File: src/rtl/emp_pkg.sv
// shared types and constants for the expanded memory page mapper
// no dependencies
package emp_pkg;

  localparam int unsigned STORE_BYTES_DEF = 1048576;
  localparam int unsigned QUEUE_DEPTH     = 2;

  localparam int unsigned PAGE_SHIFT = 14;
  localparam int unsigned BYTE_AW    = 8 + PAGE_SHIFT;

  localparam logic [15:0] IO_BASE_RST      = 16'h0260;
  localparam logic [31:0] WINDOW_BASE_RST  = 32'h000D_0000;
  localparam logic [20:0] BACKING_SIZE_RST = 21'h10_0000;

  // configuration register indexes
  localparam logic [1:0] CFG_IO_BASE      = 2'd0;
  localparam logic [1:0] CFG_WINDOW_BASE  = 2'd1;
  localparam logic [1:0] CFG_BACKING_SIZE = 2'd2;

  typedef enum logic [1:0] {
    FUNC_MEM_RD  = 2'd0,
    FUNC_MEM_WR  = 2'd1,
    FUNC_PORT_RD = 2'd2,
    FUNC_PORT_WR = 2'd3
  } func_e;

  typedef enum logic [1:0] {
    OP_DONE   = 2'd0,
    OP_MEM_RD = 2'd1,
    OP_MEM_WR = 2'd2
  } op_e;

  typedef struct packed {
    logic [15:0] io_base;
    logic [31:0] window_base;
    logic [20:0] backing_size;
  } cfg_t;

  // one classified access on its way to the back end
  typedef struct packed {
    op_e                  op;
    logic                 claimed;
    logic [BYTE_AW-1:0]   addr;
    logic [7:0]           data;
  } entry_t;

endpackage

File: src/rtl/emp_queue.sv
// short fifo of classified accesses between front and back end
// depends on emp_pkg; depth must be a power of two
module emp_queue #(
  parameter int unsigned DEPTH = emp_pkg::QUEUE_DEPTH
) (
  input  logic            clk_i,
  input  logic            rst_ni,
  input  logic            push_i,
  input  emp_pkg::entry_t entry_i,
  input  logic            pop_i,
  output emp_pkg::entry_t entry_o,
  output logic            empty_o,
  output logic            full_o
);
  import emp_pkg::*;

  localparam int unsigned PW = (DEPTH > 1) ? $clog2(DEPTH) : 1;

  entry_t        slot_q [DEPTH];
  logic [PW-1:0] wr_ptr_q, rd_ptr_q;
  logic [PW:0]   count_q, count_d;

  assign empty_o = (count_q == '0);
  assign full_o  = (count_q == (PW+1)'(DEPTH));
  assign entry_o = slot_q[rd_ptr_q];

  always_comb begin
    count_d = count_q;
    if (push_i && !(pop_i && !empty_o)) begin
      count_d = count_q + 1'b1;
    end else if (!push_i && pop_i && !empty_o) begin
      count_d = count_q - 1'b1;
    end
  end

  always_ff @(posedge clk_i) begin
    if (push_i) begin
      slot_q[wr_ptr_q] <= entry_i;
    end
  end

  always_ff @(posedge clk_i or negedge rst_ni) begin
    if (!rst_ni) begin
      wr_ptr_q <= '0;
      rd_ptr_q <= '0;
      count_q  <= '0;
    end else begin
      count_q <= count_d;
      if (push_i) begin
        wr_ptr_q <= wr_ptr_q + 1'b1;
      end
      if (pop_i && !empty_o) begin
        rd_ptr_q <= rd_ptr_q + 1'b1;
      end
    end
  end

endmodule

File: config.mk
export PLATFORM = sky130hd
export DESIGN_NAME = emp_queue
export DESIGN_NICKNAME = d
export VERILOG_FILES = /design/src/rtl/emp_pkg.sv /design/src/rtl/emp_queue.sv
export SDC_FILE = /design/constraint.sdc
export NUM_CORES = 1
export LEC_CHECK = 0
export BUFFER_PORTS_ARGS = -buffer_cell sky130_fd_sc_hd__buf_4
export CAP_MARGIN = 15
export CORE_MARGIN = 2
export CORE_UTILIZATION = 52
export DETAILED_ROUTE_END_ITERATION = 8
export PLACE_DENSITY = 0.83
export SYNTH_ARGS = -nofsm -noshare
export SYNTH_HDL_FRONTEND = slang
export SYNTH_SLANG_ARGS = --single-unit
File: constraint.sdc
create_clock -name clk_i -period 3.3 [get_ports clk_i]
set_clock_uncertainty 0.05 [all_clocks]
set_input_delay 0.66 -clock clk_i [delete_from_list [all_inputs] [get_ports clk_i]]
set_output_delay 0.66 -clock clk_i [all_outputs]
set_load 0.01 [all_outputs]
==> run summary <==
=================================================================================
Final hold violation count .........................................            0
# placed instances .................................................          263
Final cycle utilization of the critical path .......................        0.758
Antenna fix cells ..................................................            0
Detailed placer's ending HPWL ......................................      3340 um
Post-synth EDFFs ...................................................           66
Die boundary height ................................................      76.5 um
Biggest fanout along the worst timing path .........................           15
Number of rows created at floorplan ................................           26
WS Path Type .......................................................   reg -> out
Number of levels the H-tree was split into .........................            3
FF-to-FF Start .....................................................     wr_ptr_q
Avg Synthesized Cell Area ..........................................   22.2 sq um
Most frequent cells after synthesis ................................ sky130_fd_sc_hd__edfxtp_1, sky130_fd_sc_hd__mux2_4, sky130_fd_sc_hd__dfrtp_1, sky130_fd_sc_hd__mux2_2, sky130_fd_sc_hd__buf_12
Average wire per standard cell .....................................      16.7 um
Layout Nets ........................................................          241
Minimum period implied by the final worst setup slack ..............      2.50 ns
Number of ports placed on the die boundary .........................           72
Final Max Tran Viols ...............................................            0
Max capacitance violation total ....................................            0
Post-synthesis cell count ..........................................          123
Pin count of the biggest net entering global routing ...............           34
Buffer depth of the longest clock path .............................            2
Die outline area ...................................................   5860 sq um
Top_reg_cell synth ................................................. sky130_fd_sc_hd__edfxtp_1
Slack of the worst reg-to-reg path .................................      1.53 ns
Number of synthesized register bits ................................           70
R2R depth ..........................................................            2
Overall via count from detail_route ................................        1,362
CTS tree ...........................................................         done
Count of yosys warnings during synthesis ...........................            0
Total Power ........................................................      2.86 mW
DRC viols ..........................................................            0
Post-synthesis cell type count .....................................           19
Synthesized netlist net count ......................................          160
Data required time of the critical path ............................      2.59 ns
Global-route total usage across every layer ........................        0.172
Antenna violations before repair ...................................            0
Post-cts hold buffer count .........................................            0
Post-synthesis async set-or-reset flop share .......................       0.0571
Detailed router's first-iteration violation count ..................           88
Port buffer count ..................................................           71
Placed inst area ...................................................   3320 sq um
Clk sink count .....................................................           70
CP Launch Type .....................................................         flop
Power per cell area ................................................  817 nW/um^2
Unrepaired setup endpoints after global routing ....................        false
Count of cells resized by post-cts repair ..........................            0
End of the worst register-to-register path ......................... slot_q[1][9]
Number of buffers added by the clock tree synthesis step ...........            9
Post-layout instance count excluding filler cells ..................          279
Design Area, Final .................................................   3500 sq um
Clock transition at path regs ......................................      0.07 ns
Aggregate global routing overflow ..................................            0
Share of Yosys cell area claimed by the top area cell type .........        0.725
Worst slack on hold paths ..........................................    0.0651 ns
Routability congestion estimate ....................................        0.690
Layout area overhead ...............................................        27.8%
Fraction of final layout cells with drive strength greater than 1 ..        0.579
Setup TNS after final layout .......................................         0 ns
Chip Width .........................................................      76.5 um
Dominant cells by area after synthesis ............................. sky130_fd_sc_hd__edfxtp_1, sky130_fd_sc_hd__mux2_4, sky130_fd_sc_hd__dfrtp_1
Library cell occupying the most area in the post-synthesis netlist . sky130_fd_sc_hd__edfxtp_1
Postcts setup bufs .................................................            0
Root Buffer ........................................................ sky130_fd_sc_hd__clkbuf_8
Skew-Pair Late Insertion Delay .....................................      0.32 ns
Vias in the first global route .....................................        1,487
VDD IR-drop max ....................................................     0.516 mV
Cell area after synthesis ..........................................   2740 sq um
Status ............................................................. finished clean
Detailed Route WL ..................................................      4670 um
Pre-Repair DR Iteration Count ......................................            5
Global-route wire length before repair .............................      7400 um
Dominant cell by count in the synthesized netlist .................. sky130_fd_sc_hd__edfxtp_1
Core Footprint .....................................................   5110 sq um
Static leakage .....................................................      1.42 nW
Final setup fails ..................................................            0
Pin slew with the least headroom to its limit ......................     0.944 ns
Type of element capturing the critical path ........................  output port
Arrival time reported for the critical path endpoint ...............      1.79 ns
Maximum clock rate .................................................      400 MHz
Worst hold path class ..............................................  in -> async
Average vias per placed instance ...................................         4.88
Worst slew margin relative to its limit ............................        0.369
Initial Utilization ................................................        0.536
Part of the Yosys area used for sequential elements ................        0.761
Antenna-violating nets left ........................................            0
=================================================================================
-- layout by cell type, fill, tap and decap left out, drive strengths merged --
cell / Yosys / routed
a21oi: 2 / 2
and2: 1 / 1
and4: 1 / 1
buf: 4 / 74
clkbuf: 0 / 16
dfrtp: 4 / 4
edfxtp: 66 / 66
inv: 1 / 1
mux2: 33 / 33
mux2i: 1 / 1
nand2: 1 / 1
nand2b: 1 / 1
nor2: 1 / 1
nor2b: 2 / 2
nor3: 1 / 1
o21ai: 1 / 1
xnor2: 1 / 1
xor2: 2 / 2
-- registers in the layout, indices dropped and copies added, names as in the netlist --
| name | cells |
|---|---|
| slot_q | 66 |
| rd_ptr_q | 1 |
| count_q | 2 |
| wr_ptr_q | 1 |
-- worst max-delay path, stage by stage (launching register included) --
cell and delay, ns:
sky130_fd_sc_hd__dfrtp_2 0.63, sky130_fd_sc_hd__buf_4 0.31, sky130_fd_sc_hd__mux2_2 0.37, sky130_fd_sc_hd__buf_4 0.14
-- power by group --
part,internal (mW),switching [mW]
Combinational,0.556,0.399
Sequential,1.18,0.106
Clock,0.336,0.277
-- cells by family (layout without fill, tap and decap cells) --
family,count (synthesis),in the layout,share of synthesized area
XOR/XNOR,3,3,0.00961
AND/OR/NAND/NOR,8,8,0.0169
flip-flops,70,70,0.761
multiplexers,34,34,0.179
buffers and inverters,5,91,0.0274
AO/OA/AOI/OAI,3,3,0.00549
-- layer usage --
metal  track usage  up-vias  wire, um
met5             0        -         0
met4        0.0545        0        20
met3        0.0770        4       263
met2         0.285       53      2480
met1         0.200      667      1900
li1              -      638         -
-- worst max-delay path by stage --
stage / to / depth (start not counted) / slack (ns) / from
after floorplan: slot_q[0][0] / 1 / 0.67 / push_i
after global placement: entry_o[16] / 3 / 1.17 / rd_ptr_q
after detailed placement: entry_o[16] / 3 / 1.14 / rd_ptr_q
after CTS: entry_o[16] / 3 / 0.77 / rd_ptr_q
after global routing: entry_o[16] / 3 / 0.71 / rd_ptr_q
final: entry_o[16] / 3 / 0.80 / rd_ptr_q
-- per-stage QoR --
stage / setup slack (ns) / utilization
after floorplan: 0.673 / -
final: 0.799 / 0.684
after CTS: 0.772 / 0.684
after global routing: 0.708 / 0.684
after detailed placement: 1.14 / 0.649
after global placement: 1.17 / 0.649
-- cell type report --
class,count,area [sq um]
clock buffers,16,180
well taps,70,87.6
flip-flops and latches,70,2080
fillers,357,1610
multi-input cells,48,586
inverters,1,3.75
repair buffers,74,556
No activity file was read; power rests on OpenSTA's default activity.
