File: config.mk
export PLATFORM = sky130hd
export DESIGN_NAME = emp_front
export DESIGN_NICKNAME = d
export VERILOG_FILES = /design/src/rtl/emp_pkg.sv /design/src/rtl/emp_front.sv
export SDC_FILE = /design/constraint.sdc
export NUM_CORES = 1
export LEC_CHECK = 0
export ABC_AREA = 1
export BUFFER_PORTS_ARGS = -buffer_cell sky130_fd_sc_hd__buf_2
export CAP_MARGIN = 10
export CORE_MARGIN = 2
export CORE_UTILIZATION = 50
export CTS_CLUSTER_DIAMETER = 150
export DETAILED_ROUTE_END_ITERATION = 10
export GPL_TIMING_DRIVEN = 0
export PLACE_DENSITY = 0.81
export SLEW_MARGIN = 40
export SYNTH_ARGS = -nofsm -noshare
export SYNTH_HDL_FRONTEND = slang
export SYNTH_SLANG_ARGS = --single-unit
export TNS_END_PERCENT = 1
File: constraint.sdc
create_clock -name clk_i -period 3.7 [get_ports clk_i]
set_clock_uncertainty 0.05 [all_clocks]
set_input_delay 0.37 -clock clk_i [delete_from_list [all_inputs] [get_ports clk_i]]
set_output_delay 0.37 -clock clk_i [all_outputs]
set_load 0.1 [all_outputs]
File: src/rtl/emp_pkg.sv
// shared types and constants for the expanded memory page mapper
// no dependencies
package emp_pkg;

  localparam int unsigned STORE_BYTES_DEF = 1048576;
  localparam int unsigned QUEUE_DEPTH     = 2;

  localparam int unsigned PAGE_SHIFT = 14;
  localparam int unsigned BYTE_AW    = 8 + PAGE_SHIFT;

  localparam logic [15:0] IO_BASE_RST      = 16'h0260;
  localparam logic [31:0] WINDOW_BASE_RST  = 32'h000D_0000;
  localparam logic [20:0] BACKING_SIZE_RST = 21'h10_0000;

  // configuration register indexes
  localparam logic [1:0] CFG_IO_BASE      = 2'd0;
  localparam logic [1:0] CFG_WINDOW_BASE  = 2'd1;
  localparam logic [1:0] CFG_BACKING_SIZE = 2'd2;

  typedef enum logic [1:0] {
    FUNC_MEM_RD  = 2'd0,
    FUNC_MEM_WR  = 2'd1,
    FUNC_PORT_RD = 2'd2,
    FUNC_PORT_WR = 2'd3
  } func_e;

  typedef enum logic [1:0] {
    OP_DONE   = 2'd0,
    OP_MEM_RD = 2'd1,
    OP_MEM_WR = 2'd2
  } op_e;

  typedef struct packed {
    logic [15:0] io_base;
    logic [31:0] window_base;
    logic [20:0] backing_size;
  } cfg_t;

  // one classified access on its way to the back end
  typedef struct packed {
    op_e                  op;
    logic                 claimed;
    logic [BYTE_AW-1:0]   addr;
    logic [7:0]           data;
  } entry_t;

endpackage

File: src/rtl/emp_front.sv
// front end: decodes an access, owns the page registers, builds a queue entry
// depends on emp_pkg
module emp_front #(
  parameter int unsigned STORE_BYTES = emp_pkg::STORE_BYTES_DEF
) (
  input  logic           clk_i,
  input  logic           rst_ni,
  input  logic           accept_i,
  input  logic [1:0]     func_i,
  input  logic [31:0]    mem_address_i,
  input  logic [15:0]    io_port_i,
  input  logic [7:0]     data_in_i,
  input  emp_pkg::cfg_t  cfg_i,
  output emp_pkg::entry_t entry_o
);
  import emp_pkg::*;

  localparam logic [BYTE_AW:0] StoreLimit = (BYTE_AW+1)'(STORE_BYTES);

  logic [7:0]          page_q [4];
  logic [31:0]         win_off;
  logic                in_win;
  logic [BYTE_AW-1:0]  byte_addr;
  logic                mem_ok;
  logic [15:0]         port_off;
  logic                port_hit;
  logic [1:0]          slot;
  logic                page_we;
  func_e               func;

  always_comb begin
    win_off   = mem_address_i - cfg_i.window_base;
    in_win    = (mem_address_i >= cfg_i.window_base) && (win_off[31:16] == '0);
    byte_addr = {page_q[win_off[15:14]], win_off[PAGE_SHIFT-1:0]};
    mem_ok    = in_win
             && ({1'b0, byte_addr} < (BYTE_AW+1)'(cfg_i.backing_size))
             && ({1'b0, byte_addr} < StoreLimit);
    port_off  = io_port_i - cfg_i.io_base;
    port_hit  = (io_port_i >= cfg_i.io_base) && (port_off[15:2] == '0);
    slot      = port_off[1:0];
  end

  always_comb begin
    func            = func_e'(func_i);
    entry_o.op      = OP_DONE;
    entry_o.claimed = 1'b0;
    entry_o.addr    = byte_addr;
    entry_o.data    = '0;
    page_we         = 1'b0;
    case (func)
      FUNC_MEM_RD: begin
        entry_o.op      = mem_ok ? OP_MEM_RD : OP_DONE;
        entry_o.claimed = mem_ok;
      end
      FUNC_MEM_WR: begin
        entry_o.op      = mem_ok ? OP_MEM_WR : OP_DONE;
        entry_o.claimed = mem_ok;
        entry_o.data    = mem_ok ? data_in_i : '0;
      end
      FUNC_PORT_RD: begin
        entry_o.claimed = port_hit;
        entry_o.data    = port_hit ? page_q[slot] : '0;
      end
      FUNC_PORT_WR: begin
        entry_o.claimed = port_hit;
        page_we         = port_hit;
      end
      default: begin
        entry_o.op = OP_DONE;
      end
    endcase
  end

  // page registers change in access order, so later accesses see the update
  always_ff @(posedge clk_i or negedge rst_ni) begin
    if (!rst_ni) begin
      for (int i = 0; i < 4; i++) begin
        page_q[i] <= '0;
      end
    end else if (accept_i && page_we) begin
      page_q[slot] <= data_in_i;
    end
  end

endmodule

==> results of run 1 <==
-- cells by family after synthesis --
group	after synthesis	synth area share (%)
xor+xnor	16	2.195
fa+ha+maj	74	14.74
flops	32	12.54
buf+inv	235	14.52
compound gates	105	9.406
simple gates	640	44.09
mux	16	2.508
-- metal layers --
metal / wire length (um) / global-route usage [%] / vias up
met5: 0 / 0 / -
met4: 675 / 10.43 / 0
met3: 1322 / 3.656 / 71
met2: 10040 / 53.03 / 319
met1: 8306 / 33.46 / 3531
li1: - / - / 3984
-- critical path: cells and delay by family --
| kind | cells | cell delay (ps) |
|---|---|---|
| and+or+nand+nor | 15 | 1330 |
| buffers and inverters | 6 | 620 |
| adders and majority gates | 3 | 750 |
| muxes | 2 | 340 |
| AOI/OAI and AO/OA | 2 | 290 |
-- worst min-delay path by stage --
| stage | from | cells after the start | end | slack, ps |
|---|---|---|---|---|
| 2_1_floorplan | rst_ni | 0 | page_q[0] | 20 |
| 3_3_place_gp | page_q[29] | 2 | page_q[29] | 400 |
| 3_5_place_dp | rst_ni | 1 | page_q[26] | 410 |
| 4_1_cts | rst_ni | 1 | page_q[26] | 120 |
| 5_1_grt | rst_ni | 1 | page_q[26] | 150 |
| 6_report | rst_ni | 1 | page_q[26] | 100 |
-- power by group through the flow --
stage / sequential [mW] / combinational [mW] / clock [mW]
CTS: 0.351 / 1.40 / 0.426
detailed placement: 0.357 / 1.32 / 0
floorplan: 0.357 / 1.01 / 0
finish: 0.351 / 1.50 / 0.428
global placement: 0.357 / 1.30 / 0
global route: 0.350 / 1.64 / 0.439
-- final cells by class --
| type | count | area, um2 | area share [%] |
|---|---|---|---|
| plain buffers | 15 | 122.6 | 1.403 |
| well taps | 172 | 215.2 | 2.462 |
| flip-flops and latches | 32 | 800.8 | 9.161 |
| inverters | 220 | 828.3 | 9.476 |
| repair buffers | 191 | 1229 | 14.06 |
| multi-input cells | 852 | 5393 | 61.69 |
| clock buffers | 7 | 152.6 | 1.746 |
-- repair_timing --
action	4_1_cts	5_1_grt
hold buffers	0	0
buffers inserted	17	13
gates cloned	1	0
setup endpoints to repair	11	11
pin swaps	21	25
gates resized for setup	93	49
-- metrics by stage --
step	total power [mW]	area [um2]	instances	worst slack, ps	hold slack (ps)
floorplan	1.371	6699	1118	-1071	24.41
global placement	1.658	7720	1451	-1148	403.3
detailed placement	1.673	7720	1451	-1245	409.0
CTS	2.175	8407	1476	-512.2	121.9
global route	2.428	8741	1489	-595.6	145.0
finish	2.278	8741	1489	-446.1	96.36
-- cell usage in the layout (no fill, tap or decap), drive strengths merged --
cell type,instances
o21ai,19
o31ai,1
a21oi,59
nand4,61
xnor2,2
nor2,99
a21o,2
nor4,2
a211oi,2
xor2,14
dfrtp,32
nor3,12
nand2,382
o211ai,1
nand3b,5
o221ai,2
fa,2
o21a,1
buf,205
a22oi,12
a221oi,1
clkbuf,8
ha,72
nor3b,1
inv,220
o21bai,5
or2,2
nand3,77
mux2i,16
==> impl_results.md, run 1 <==
* Largest register by flop count: page_q
* Part of the total power dissipated in the clock network at between 10% and 20%
* Internal portion of total power at 1.113 mW
* Setup repair after global routing missed its margin: true
* Share of Yosys cell area claimed by the top area cell type at 22.22%
* Biggest registers after layout: page_q x32
* Count of final max-slew check failures at 0
* IO buf count at 161
* Combinational group share of total power at 65.8%
* Deepest level of the CTS H-tree at 2
* Worst setup slack for register-to-register paths at 2980 ps
* Post-detailed-routing wire length at 20340 um
* Violations in the final reports: setup timing
* Vias per std cell at between 5 and 6
* Fin crit period at 4146 ps
* Share of async-settable or async-resettable flops after synthesis at 100.0%
* Max reg flops at 32
* Switching power at around 1.2 mW
* Detailed router's first-iteration violation count at 554
* Nature of the critical path startpoint: input pin
* Vert. Die Dim at roughly 120 um
* Total standard cell area after synthesis at between 6000 and 7000 um2
* Largest net degree at the start of global routing at 33
* # fillers at ~1100
* Final Cycle Share at 112.1%
* Initial antenna violation count at 0
* Nets at around 1500
* Setup crit end kind: output port
* Post-synthesis instance total at around 1100
* Max-Slew Margin vs Limit at a little over 50%
* Most repeated library cell on the critical path: sky130_fd_sc_hd__nand2_4
* Drt wl/cell at ~14 um
* Register area share after synthesis at about an eighth
* Via count of the first global-routing pass at between 7000 and 8000
* Row count at 41
* Core footprint at 12570 um2
* DIE AREA at 13690 um2
* Worst-skew pair later-pin latency at roughly 280 ps
* Vias after detailed routing at 7905
* Slew at the pin closest to its max-slew limit at 723.7 ps
* Crit path largest cell delay at approximately 370 ps
* Half-perimeter wire length after placement at between 15000 and 20000 um
* Startpoint of the worst-slack reg-to-reg timing path: page_q[10]
* Maximum clock frequency at roughly 0.24 GHz
* Worst supply voltage drop on vdd at approximately 0.16 mV
* Number of remaining DRC errors at 0
* Post-synth EDFFs at 0
* Overall routing resource usage at 28.52%
* Synthesized Nets at around 1300
* Number of primary I/O pins at about 160
* Cell variety after synth at 40
* Run status: complete, but fails checks
* Global-route wire length before repair at between 30000 and 40000 um
* Top FF cell, synth: sky130_fd_sc_hd__dfrtp_1
* Placer's final routability congestion estimate at between 0.9 and 1
* Clock tree from TritonCTS: yes
* Pwr/cell area at approximately 260 nW/um2
* Worst setup path endpoint: entry_o[31]
* Leading cell types by count after synthesis: 378 x sky130_fd_sc_hd__nand2_1, 219 x sky130_fd_sc_hd__inv_1, 96 x sky130_fd_sc_hd__nor2_1, 72 x sky130_fd_sc_hd__ha_1, 70 x sky130_fd_sc_hd__nand3_1
* Standby leakage power at just under 5 nW
* Post-synthesis sequential element count at 32
* Root buffer cell: sky130_fd_sc_hd__clkbuf_16
* Synth area leader: sky130_fd_sc_hd__nand2_1
* Top post-synthesis cells by area: sky130_fd_sc_hd__nand2_1 22%, sky130_fd_sc_hd__ha_1 14%, sky130_fd_sc_hd__inv_1 13%
* Switching Share at 51.15%
* Fin Setup TNS at -4295 ps
* Data arrival, critical path at roughly 3700 ps
* Setup slack of the critical path after layout at -446.1 ps
* Portion of total power attributed to sequential cells at around 15%
* Number of buffers created by CTS at 5
* Max FO, Critical Path at 5
* Layout cells sized above 1 at 24.91%
* Clock input transition at the sequential cells of the worst setup and hold paths at 50 ps
* CP startpoint: mem_address_i[0]
* Cell with the most instances after synthesis: sky130_fd_sc_hd__nand2_1
* Grt ovf at 0
* Core utilization of the finished layout at 69.55%
* Synthesis-to-layout area growth at 36.90%
* Final Hold Fails at 0
* Count of max-cap constraint violations at 0
* Required time reported for the critical path endpoint at ~3300 ps
* Number of antenna diodes at 0
* Cell with the biggest individual delay on the critical path: sky130_fd_sc_hd__fa_2
* Class of the tightest hold or removal check: in2async
* Synth warn at 0
* Count of final setup violators at 11
* Post-Synthesis Mean Instance Area at around 5.7 um2
* Endpoint of the lowest-slack register-to-register path: page_q[10]
* Length of the first detailed-routing pass in iterations at 5
* Die span in x at about 120 um
* Starting Density at 50.80%
* WS Path Type: in2out
* Antenna viol nets, final at 0
* Logic depth of the worst register-to-register path at 2
* Clk sinks at 32
* Number of buffers on the longest clock path at 2
Power figures use the tool's default switching activity.
==> run 2, diff against run 1 <==
--- a/config.mk
+++ b/config.mk
@@ -14,6 +14,7 @@
 export DETAILED_ROUTE_END_ITERATION = 10
 export GPL_TIMING_DRIVEN = 0
 export PLACE_DENSITY = 0.81
+export SETUP_SLACK_MARGIN = 0.5
 export SLEW_MARGIN = 40
 export SYNTH_ARGS = -nofsm -noshare
 export SYNTH_HDL_FRONTEND = slang
==> run 2 against run 1 <==
  * The run still ends with setup timing left
  * Clock power is essentially flat
  * Combinational power is essentially flat
  * Flip-flop and latch count is the same
  * Non-clock buffer count is the same
  * Critical path depth is the same
  * Via count shrank 0.16%
  * Critical endpoint unchanged
  * Largest cell class unchanged
==> impl_results.md, run 2 (synthesis gave the netlist of run 1 again) <==
* Count of final max-slew check failures at 0 (unchanged)
* Vias per std cell at 5.300 (-0.16%)
* Number of buffers on the longest clock path at 2 (unchanged)
* Most common library cell in the layout ignoring fill and taps: sky130_fd_sc_hd__nand2_1
* Grt ovf at 0 (unchanged)
* Initial antenna violation count at 0 (unchanged)
* Commonest cells after routing, fill and taps aside: 348 x sky130_fd_sc_hd__nand2_1, 217 x sky130_fd_sc_hd__inv_1, 153 x sky130_fd_sc_hd__buf_2
* Startpoint of the worst-slack reg-to-reg timing path: page_q[10]
* Vias after detailed routing at 7892 (-0.16%)
* Data arrival, critical path at 3730 ps (about the same)
* Half-perimeter wire length after placement at 15250 um (unchanged)
* Global-route wire length before repair at 31680 um (unchanged)
* Deepest level of the CTS H-tree at 2 (unchanged)
* Max FO, Critical Path at 5 (unchanged)
* Fin crit period at 4146 ps (-0.4320 ps)
* Worst-skew pair later-pin latency at 270 ps (about the same)
* Count of final setup violators at 11 (unchanged)
* Max reg flops at 32 (unchanged)
* Count of max-cap constraint violations at 0 (unchanged)
* Biggest registers after layout: page_q x32
* Worst setup slack for register-to-register paths at 2980 ps (about the same)
* Root buffer cell: sky130_fd_sc_hd__clkbuf_16
* Overall routing resource usage at 28.52% (unchanged)
* Starting Density at 50.80% (unchanged)
* Logic depth of the worst register-to-register path at 2 (unchanged)
* Run status: complete, but fails checks
* Total power at 2.277 mW (about the same)
* Maximum clock frequency at 0.2412 GHz (about the same)
* Minimum setup slack after placement at -1245 ps (unchanged)
* Clock input transition at the sequential cells of the worst setup and hold paths at 50 ps (about the same)
* DIE AREA at 13690 um2 (unchanged)
* Slew at the pin closest to its max-slew limit at 727.5 ps (+3.751 ps)
* Placer's final routability congestion estimate at 0.9291 (unchanged)
* Drt wl/cell at 13.65 um (about the same)
* Number of buffers created by CTS at 5 (unchanged)
* Detailed router's first-iteration violation count at 573 (+3.4%)
* Post-detailed-routing wire length at 20330 um (about the same)
* Hold Buf Count CTS at 0 (unchanged)
* Setup repair after global routing missed its margin: true
* Number of antenna diodes at 0 (unchanged)
* Die span in x at 117.0 um (unchanged)
* Fin Setup TNS at -4293 ps (+1.990 ps)
* Antenna viol nets, final at 0 (unchanged)
* Largest register by flop count: page_q
* Finished Layout Cells at 1489 (unchanged)
* Setup slack of the critical path after layout at -445.6 ps (+0.4320 ps)
* Number of remaining DRC errors at 0 (unchanged)
* Max-Slew Margin vs Limit at 51.50% (-0.25 points)
* Dpl cells at 1451 (unchanged)
* Violations in the final reports: setup timing
* Worst supply voltage drop on vdd at 0.1607 mV (-1.2%)
* Hold slack final at 99.91 ps (+3.546 ps)
* WS Path Type: in2out
* Class of the tightest hold or removal check: in2async
* Endpoint of the lowest-slack register-to-register path: page_q[10]
* DP Area at 7720 um2 (unchanged)
* Via count of the first global-routing pass at 7338 (unchanged)
* Layout cells sized above 1 at 24.91% (unchanged)
* Row count at 41 (unchanged)
* Nature of the critical path startpoint: input pin
* Pwr/cell area at 260.4 nW/um2 (about the same)
* Length of the first detailed-routing pass in iterations at 5 (unchanged)
* Synthesis-to-layout area growth at 36.98% (about the same)
* Core utilization of the finished layout at 69.59% (about the same)
* Core footprint at 12570 um2 (unchanged)
* Nets at 1521 (unchanged)
* # fillers at 1077 (-0.19%)
* Largest net degree at the start of global routing at 33 (unchanged)
* Vert. Die Dim at 117.0 um (unchanged)
* Clock tree from TritonCTS: yes
* Standby leakage power at 4.960 nW (about the same)
* Final Hold Fails at 0 (unchanged)
* Required time reported for the critical path endpoint at 3280 ps (about the same)
* Clk sinks at 32 (unchanged)
* Setup crit end kind: output port
* IO buf count at 161 (unchanged)
* Final Cycle Share at 112.0% (about the same)
* Number of primary I/O pins at 163 (unchanged)
* Post-Layout Inst Area at 8746 um2 (about the same)
## run 2: cell count changes in the layout (fill, tap and decap cells not counted), sizes merged
cell and delta:
buf -2, clkbuf +2
## run 2: worst max-delay path by stage
stage / startpoint / end / slack [ps] / depth (start not counted)
2_1_floorplan: mem_address_i[0] / entry_o[2] / -1070 / 25
3_3_place_gp: mem_address_i[0] / entry_o[2] / -1150 / 27
3_5_place_dp: mem_address_i[0] / entry_o[2] / -1240 / 27
4_1_cts: mem_address_i[0] / entry_o[4] / -510 / 27
5_1_grt: cfg_i[31] / entry_o[7] / -600 / 25
6_report: mem_address_i[0] / entry_o[31] / -450 / 28
## run 2: cell type report
cell class | count | area (um2) | share of cell area, %
tap | 172 | 215.2 | 2.461
buffer | 15 | 122.6 | 1.402
sequential | 32 | 800.8 | 9.156
multi-input combinational | 852 | 5393 | 61.66
timing repair buffer | 191 | 1234 | 14.11
clock buffer | 7 | 152.6 | 1.745
inverter | 220 | 828.3 | 9.471
## run 2: critical path, stage by stage
cell and delay [ps]:
sky130_fd_sc_hd__buf_6 80, sky130_fd_sc_hd__inv_4 30, sky130_fd_sc_hd__ha_4 150, sky130_fd_sc_hd__fa_2 370
sky130_fd_sc_hd__inv_2 80, sky130_fd_sc_hd__nand3_2 60, sky130_fd_sc_hd__nand2_2 80, sky130_fd_sc_hd__nand2_2 70
sky130_fd_sc_hd__nand2_4 70, sky130_fd_sc_hd__nand2_4 70, sky130_fd_sc_hd__nand2_4 70, sky130_fd_sc_hd__nand2_4 60
sky130_fd_sc_hd__nand2_8 90, sky130_fd_sc_hd__buf_12 130, sky130_fd_sc_hd__mux2i_4 240, sky130_fd_sc_hd__mux2i_4 100
sky130_fd_sc_hd__ha_4 230, sky130_fd_sc_hd__a21oi_2 140, sky130_fd_sc_hd__nor2_1 60, sky130_fd_sc_hd__a211oi_2 150
sky130_fd_sc_hd__nand2_1 130, sky130_fd_sc_hd__nand2_2 90, sky130_fd_sc_hd__nand2_4 80, sky130_fd_sc_hd__nand2_4 110
sky130_fd_sc_hd__buf_4 110, sky130_fd_sc_hd__nand2_1 130, sky130_fd_sc_hd__nor2_4 160, sky130_fd_sc_hd__buf_12 190
## run 2: metal layers
metal	share of wire (%)	routed length, um	track usage (%)
met1	41	8277	33.46
met2	50	10130	53.03
met3	6.5	1316	3.656
met4	3.0	606	10.43
met5	0	0	0
## run 2: power by group
group | total (mW) | leakage (nW) | internal [mW] | switching [mW]
clock | 0.427 | 0.0760 | 0.282 | 0.145
sequential | 0.351 | 0.447 | 0.351 | 0.000105
combinational | 1.50 | 4.44 | 0.481 | 1.02
total | 2.28 | 4.96 | 1.11 | 1.16
## run 2: repair_timing
| action | 4_1_cts | 5_1_grt |
|---|---|---|
| cloned | 1 | 0 |
| pin swaps | 21 | 25 |
| gates resized for setup | 93 | 51 |
| endpoints found under the setup margin | 19 | 19 |
| setup buffers | 17 | 13 |
==> run 3, diff against run 2 <==
--- a/config.mk
+++ b/config.mk
@@ -7,12 +7,13 @@
 export LEC_CHECK = 0
 export ABC_AREA = 1
 export BUFFER_PORTS_ARGS = -buffer_cell sky130_fd_sc_hd__buf_2
-export CAP_MARGIN = 10
+export CORE_ASPECT_RATIO = 1.4
 export CORE_MARGIN = 2
 export CORE_UTILIZATION = 50
 export CTS_CLUSTER_DIAMETER = 150
 export DETAILED_ROUTE_END_ITERATION = 10
 export GPL_TIMING_DRIVEN = 0
+export MAX_ROUTING_LAYER = met4
 export PLACE_DENSITY = 0.81
 export SETUP_SLACK_MARGIN = 0.5
 export SLEW_MARGIN = 40
==> run 3 against run 2 <==
  * Critical path depth is 3 lower
  * Total power shrank 1.7%
  * Clock power fell by 2%
  * Largest cell class unchanged
  * The flow still finishes with violations (setup timing)
  * Largest power group unchanged
==> impl_results.md, run 3 (synthesis gave the netlist of run 1 again) <==
* Largest register by flop count: page_q
* Vias after detailed routing at 7855 (-0.47%)
* CP startpoint: cfg_i[27]
* Global-route wire length before repair at 33980 um (+7.3%)
* Max-Slew Margin vs Limit at 52.34% (+0.84 points)
* Fin crit period at 4236 ps (+90.61 ps)
* Drt wl/cell at 14.69 um (+7.6%)
* Placer's final routability congestion estimate at 0.9795 (+5.4%)
* Detailed router's first-iteration violation count at 379 (-34%)
* Layout cells sized above 1 at 23.49% (-1.4 points)
* Clock input transition at the sequential cells of the worst setup and hold paths at 50 ps (about the same)
* Run status: complete, but fails checks
* Overall routing resource usage at 31.51% (+3.0 points)
* Commonest cells after routing, fill and taps aside: 356 x sky130_fd_sc_hd__nand2_1, 217 x sky130_fd_sc_hd__inv_1, 153 x sky130_fd_sc_hd__buf_2
* Initial antenna violation count at 0 (unchanged)
* Post-detailed-routing wire length at 21400 um (+5.3%)
* Via count of the first global-routing pass at 7693 (+4.8%)
* Startpoint of the worst-slack reg-to-reg timing path: page_q[30]
* Required time reported for the critical path endpoint at 3280 ps (about the same)
* Synthesis-to-layout area growth at 33.71%
* Number of buffers on the longest clock path at 2 (unchanged)
* Number of buffers created by CTS at 5 (unchanged)
* Switching power at 1.149 mW (-1.2%)
* Part of the total power dissipated in the clock network at 18.8% (about the same)
* Number of remaining DRC errors at 0 (unchanged)
* Clk sinks at 32 (unchanged)
* Antenna viol nets, final at 0 (unchanged)
* Most common library cell in the layout ignoring fill and taps: sky130_fd_sc_hd__nand2_1
* Count of max-cap constraint violations at 0 (unchanged)
* Final Hold Fails at 0 (unchanged)
* Standby leakage power at 4.904 nW (-1.1%)
* Setup crit end kind: output port
* Pwr/cell area at 262.2 nW/um2 (+0.69%)
* Deepest level of the CTS H-tree at 2 (unchanged)
* Vias per std cell at 5.391 (+1.7%)
* Violations in the final reports: setup timing
* Setup slack of the critical path after layout at -536.3 ps (-90.61 ps)
* Worst-skew pair later-pin latency at 270 ps (about the same)
* Final Cycle Share at 114.5% (+2.4 points)
* Vert. Die Dim at 137.7 um (+18%)
* Max FO, Critical Path at 5 (unchanged)
* Hold Buf Count CTS at 0 (unchanged)
* Worst setup slack for register-to-register paths at 2970 ps (about the same)
* Fin Setup TNS at -5103 ps (-809.8 ps)
* Clock tree from TritonCTS: yes
* Setup repair after global routing missed its margin: true
* Logic depth of the worst register-to-register path at 2 (unchanged)
* Count of final max-slew check failures at 0 (unchanged)
* Number of antenna diodes at 0 (unchanged)
* Hold slack final at 96.51 ps (-3.394 ps)
* Portion of total power attributed to sequential cells at 15.7% (+0.3 points)
* Maximum clock frequency at 0.2361 GHz (-2.1%)
* Starting Density at 51.61% (+0.81 points)
* Total power at 2.238 mW (-1.7%)
* Biggest registers after layout: page_q x32
* Class of the tightest hold or removal check: in2async
* WS Path Type: in2out
* Count of final setup violators at 11 (unchanged)
* Max reg flops at 32 (unchanged)
* Row count at 48 (+17%)
* DIE AREA at 13700 um2 (about the same)
* Core footprint at 12370 um2 (-1.6%)
* Worst setup path endpoint: entry_o[4]
* Slew at the pin closest to its max-slew limit at 714.9 ps (-12.60 ps)
* Largest net degree at the start of global routing at 33 (unchanged)
* Length of the first detailed-routing pass in iterations at 6 (+1)
* Switching Share at 51.34% (+0.26 points)
* Minimum setup slack after placement at -1243 ps (+1.440 ps)
* Grt ovf at 0 (unchanged)
* Nature of the critical path startpoint: input pin
* Die span in x at 99.51 um (-15%)
* Data arrival, critical path at 3820 ps (+90 ps)
* Worst supply voltage drop on vdd at 0.4147 mV (+160%)
* Number of primary I/O pins at 163 (unchanged)
* Half-perimeter wire length after placement at 17320 um (+14%)
* Endpoint of the lowest-slack register-to-register path: page_q[30]
* Internal portion of total power at 1.089 mW (-2.2%)
* Root buffer cell: sky130_fd_sc_hd__clkbuf_16
* Nets at 1511 (-0.66%)
* Combinational group share of total power at 65.5% (-0.4 points)
* IO buf count at 161 (unchanged)
==> run 3: cell count changes in the layout (fill, tap and decap cells not counted), moves of 6 or more <==
cell,delta
sky130_fd_sc_hd__buf_4,-10
sky130_fd_sc_hd__nand2_1,+8
sky130_fd_sc_hd__ha_1,+6
sky130_fd_sc_hd__ha_4,-6
sky130_fd_sc_hd__nand2_2,-6
==> run 3: how the worst min path moves through the flow <==
stage                     startpoint          to  slack [ps]
after floorplan               rst_ni   page_q[0]          20
after global placement        rst_ni   page_q[1]         400
after detailed placement      rst_ni  page_q[18]         410
after CTS                     rst_ni   page_q[3]         110
after global routing          rst_ni  page_q[17]         160
final                         rst_ni  page_q[17]         100
==> run 3: power groups by stage <==
| stage | logic, mW | clock network [mW] | registers (mW) |
|---|---|---|---|
| after global routing | 1.60 | 0.439 | 0.350 |
| final | 1.47 | 0.420 | 0.351 |
| after detailed placement | 1.33 | 0 | 0.357 |
| after global placement | 1.32 | 0 | 0.357 |
| after floorplan | 1.01 | 0 | 0.357 |
| after CTS | 1.41 | 0.420 | 0.351 |
==> run 3: routing by layer <==
| metal | wire (um) | GRT usage [%] |
|---|---|---|
| met4 | 1301 | 17.20 |
| met5 | 0 | - |
| met3 | 1328 | 3.095 |
| met2 | 11470 | 61.22 |
| met1 | 7303 | 30.15 |
==> run 3: metrics by stage <==
stage / instances / instance area, um2 / utilization [%]
6_report: 1457 / 8537 / 69.00
3_3_place_gp: 1429 / 7692 / 62.18
5_1_grt: 1457 / 8537 / 69.00
3_5_place_dp: 1429 / 7692 / 62.18
2_1_floorplan: 1118 / 6699 / -
4_1_cts: 1451 / 8335 / 67.37
==> run 3: layout make-up <==
| type | instances | area, um2 |
|---|---|---|
| plain buffers | 15 | 118.9 |
| clock buffers | 7 | 152.6 |
| fillers | 1132 | 3835 |
| inverters | 220 | 828.3 |
| multi-input cells | 852 | 5281 |
| flip-flops and latches | 32 | 800.8 |
| well taps | 150 | 187.7 |
| repair buffers | 181 | 1167 |
==> run 3: worst max-delay path, cell delays in order <==
cell and delay (ps):
sky130_fd_sc_hd__buf_2 80, sky130_fd_sc_hd__inv_1 30, sky130_fd_sc_hd__ha_1 370, sky130_fd_sc_hd__nand2_1 180
sky130_fd_sc_hd__nor2_4 170, sky130_fd_sc_hd__nand2_1 90, sky130_fd_sc_hd__inv_1 100, sky130_fd_sc_hd__nand2_4 70
sky130_fd_sc_hd__nand2_4 70, sky130_fd_sc_hd__nand2_4 50, sky130_fd_sc_hd__nand2_4 90, sky130_fd_sc_hd__buf_12 120
sky130_fd_sc_hd__mux2i_1 370, sky130_fd_sc_hd__mux2i_4 130, sky130_fd_sc_hd__ha_1 220, sky130_fd_sc_hd__a21oi_2 140
sky130_fd_sc_hd__nor2_2 50, sky130_fd_sc_hd__a211oi_2 130, sky130_fd_sc_hd__nand2_1 100, sky130_fd_sc_hd__nand2_2 90
sky130_fd_sc_hd__nand2_4 80, sky130_fd_sc_hd__nand2_4 100, sky130_fd_sc_hd__nand4_1 170, sky130_fd_sc_hd__a21oi_4 240
sky130_fd_sc_hd__buf_12 200
==> run 3: timing repair <==
| action | 4_1_cts | 5_1_grt |
|---|---|---|
| buffers inserted | 14 | 6 |
| cloned | 1 | 0 |
| endpoints found under the setup margin | 19 | 19 |
| gates resized for setup | 86 | 37 |
| pin swaps | 20 | 23 |
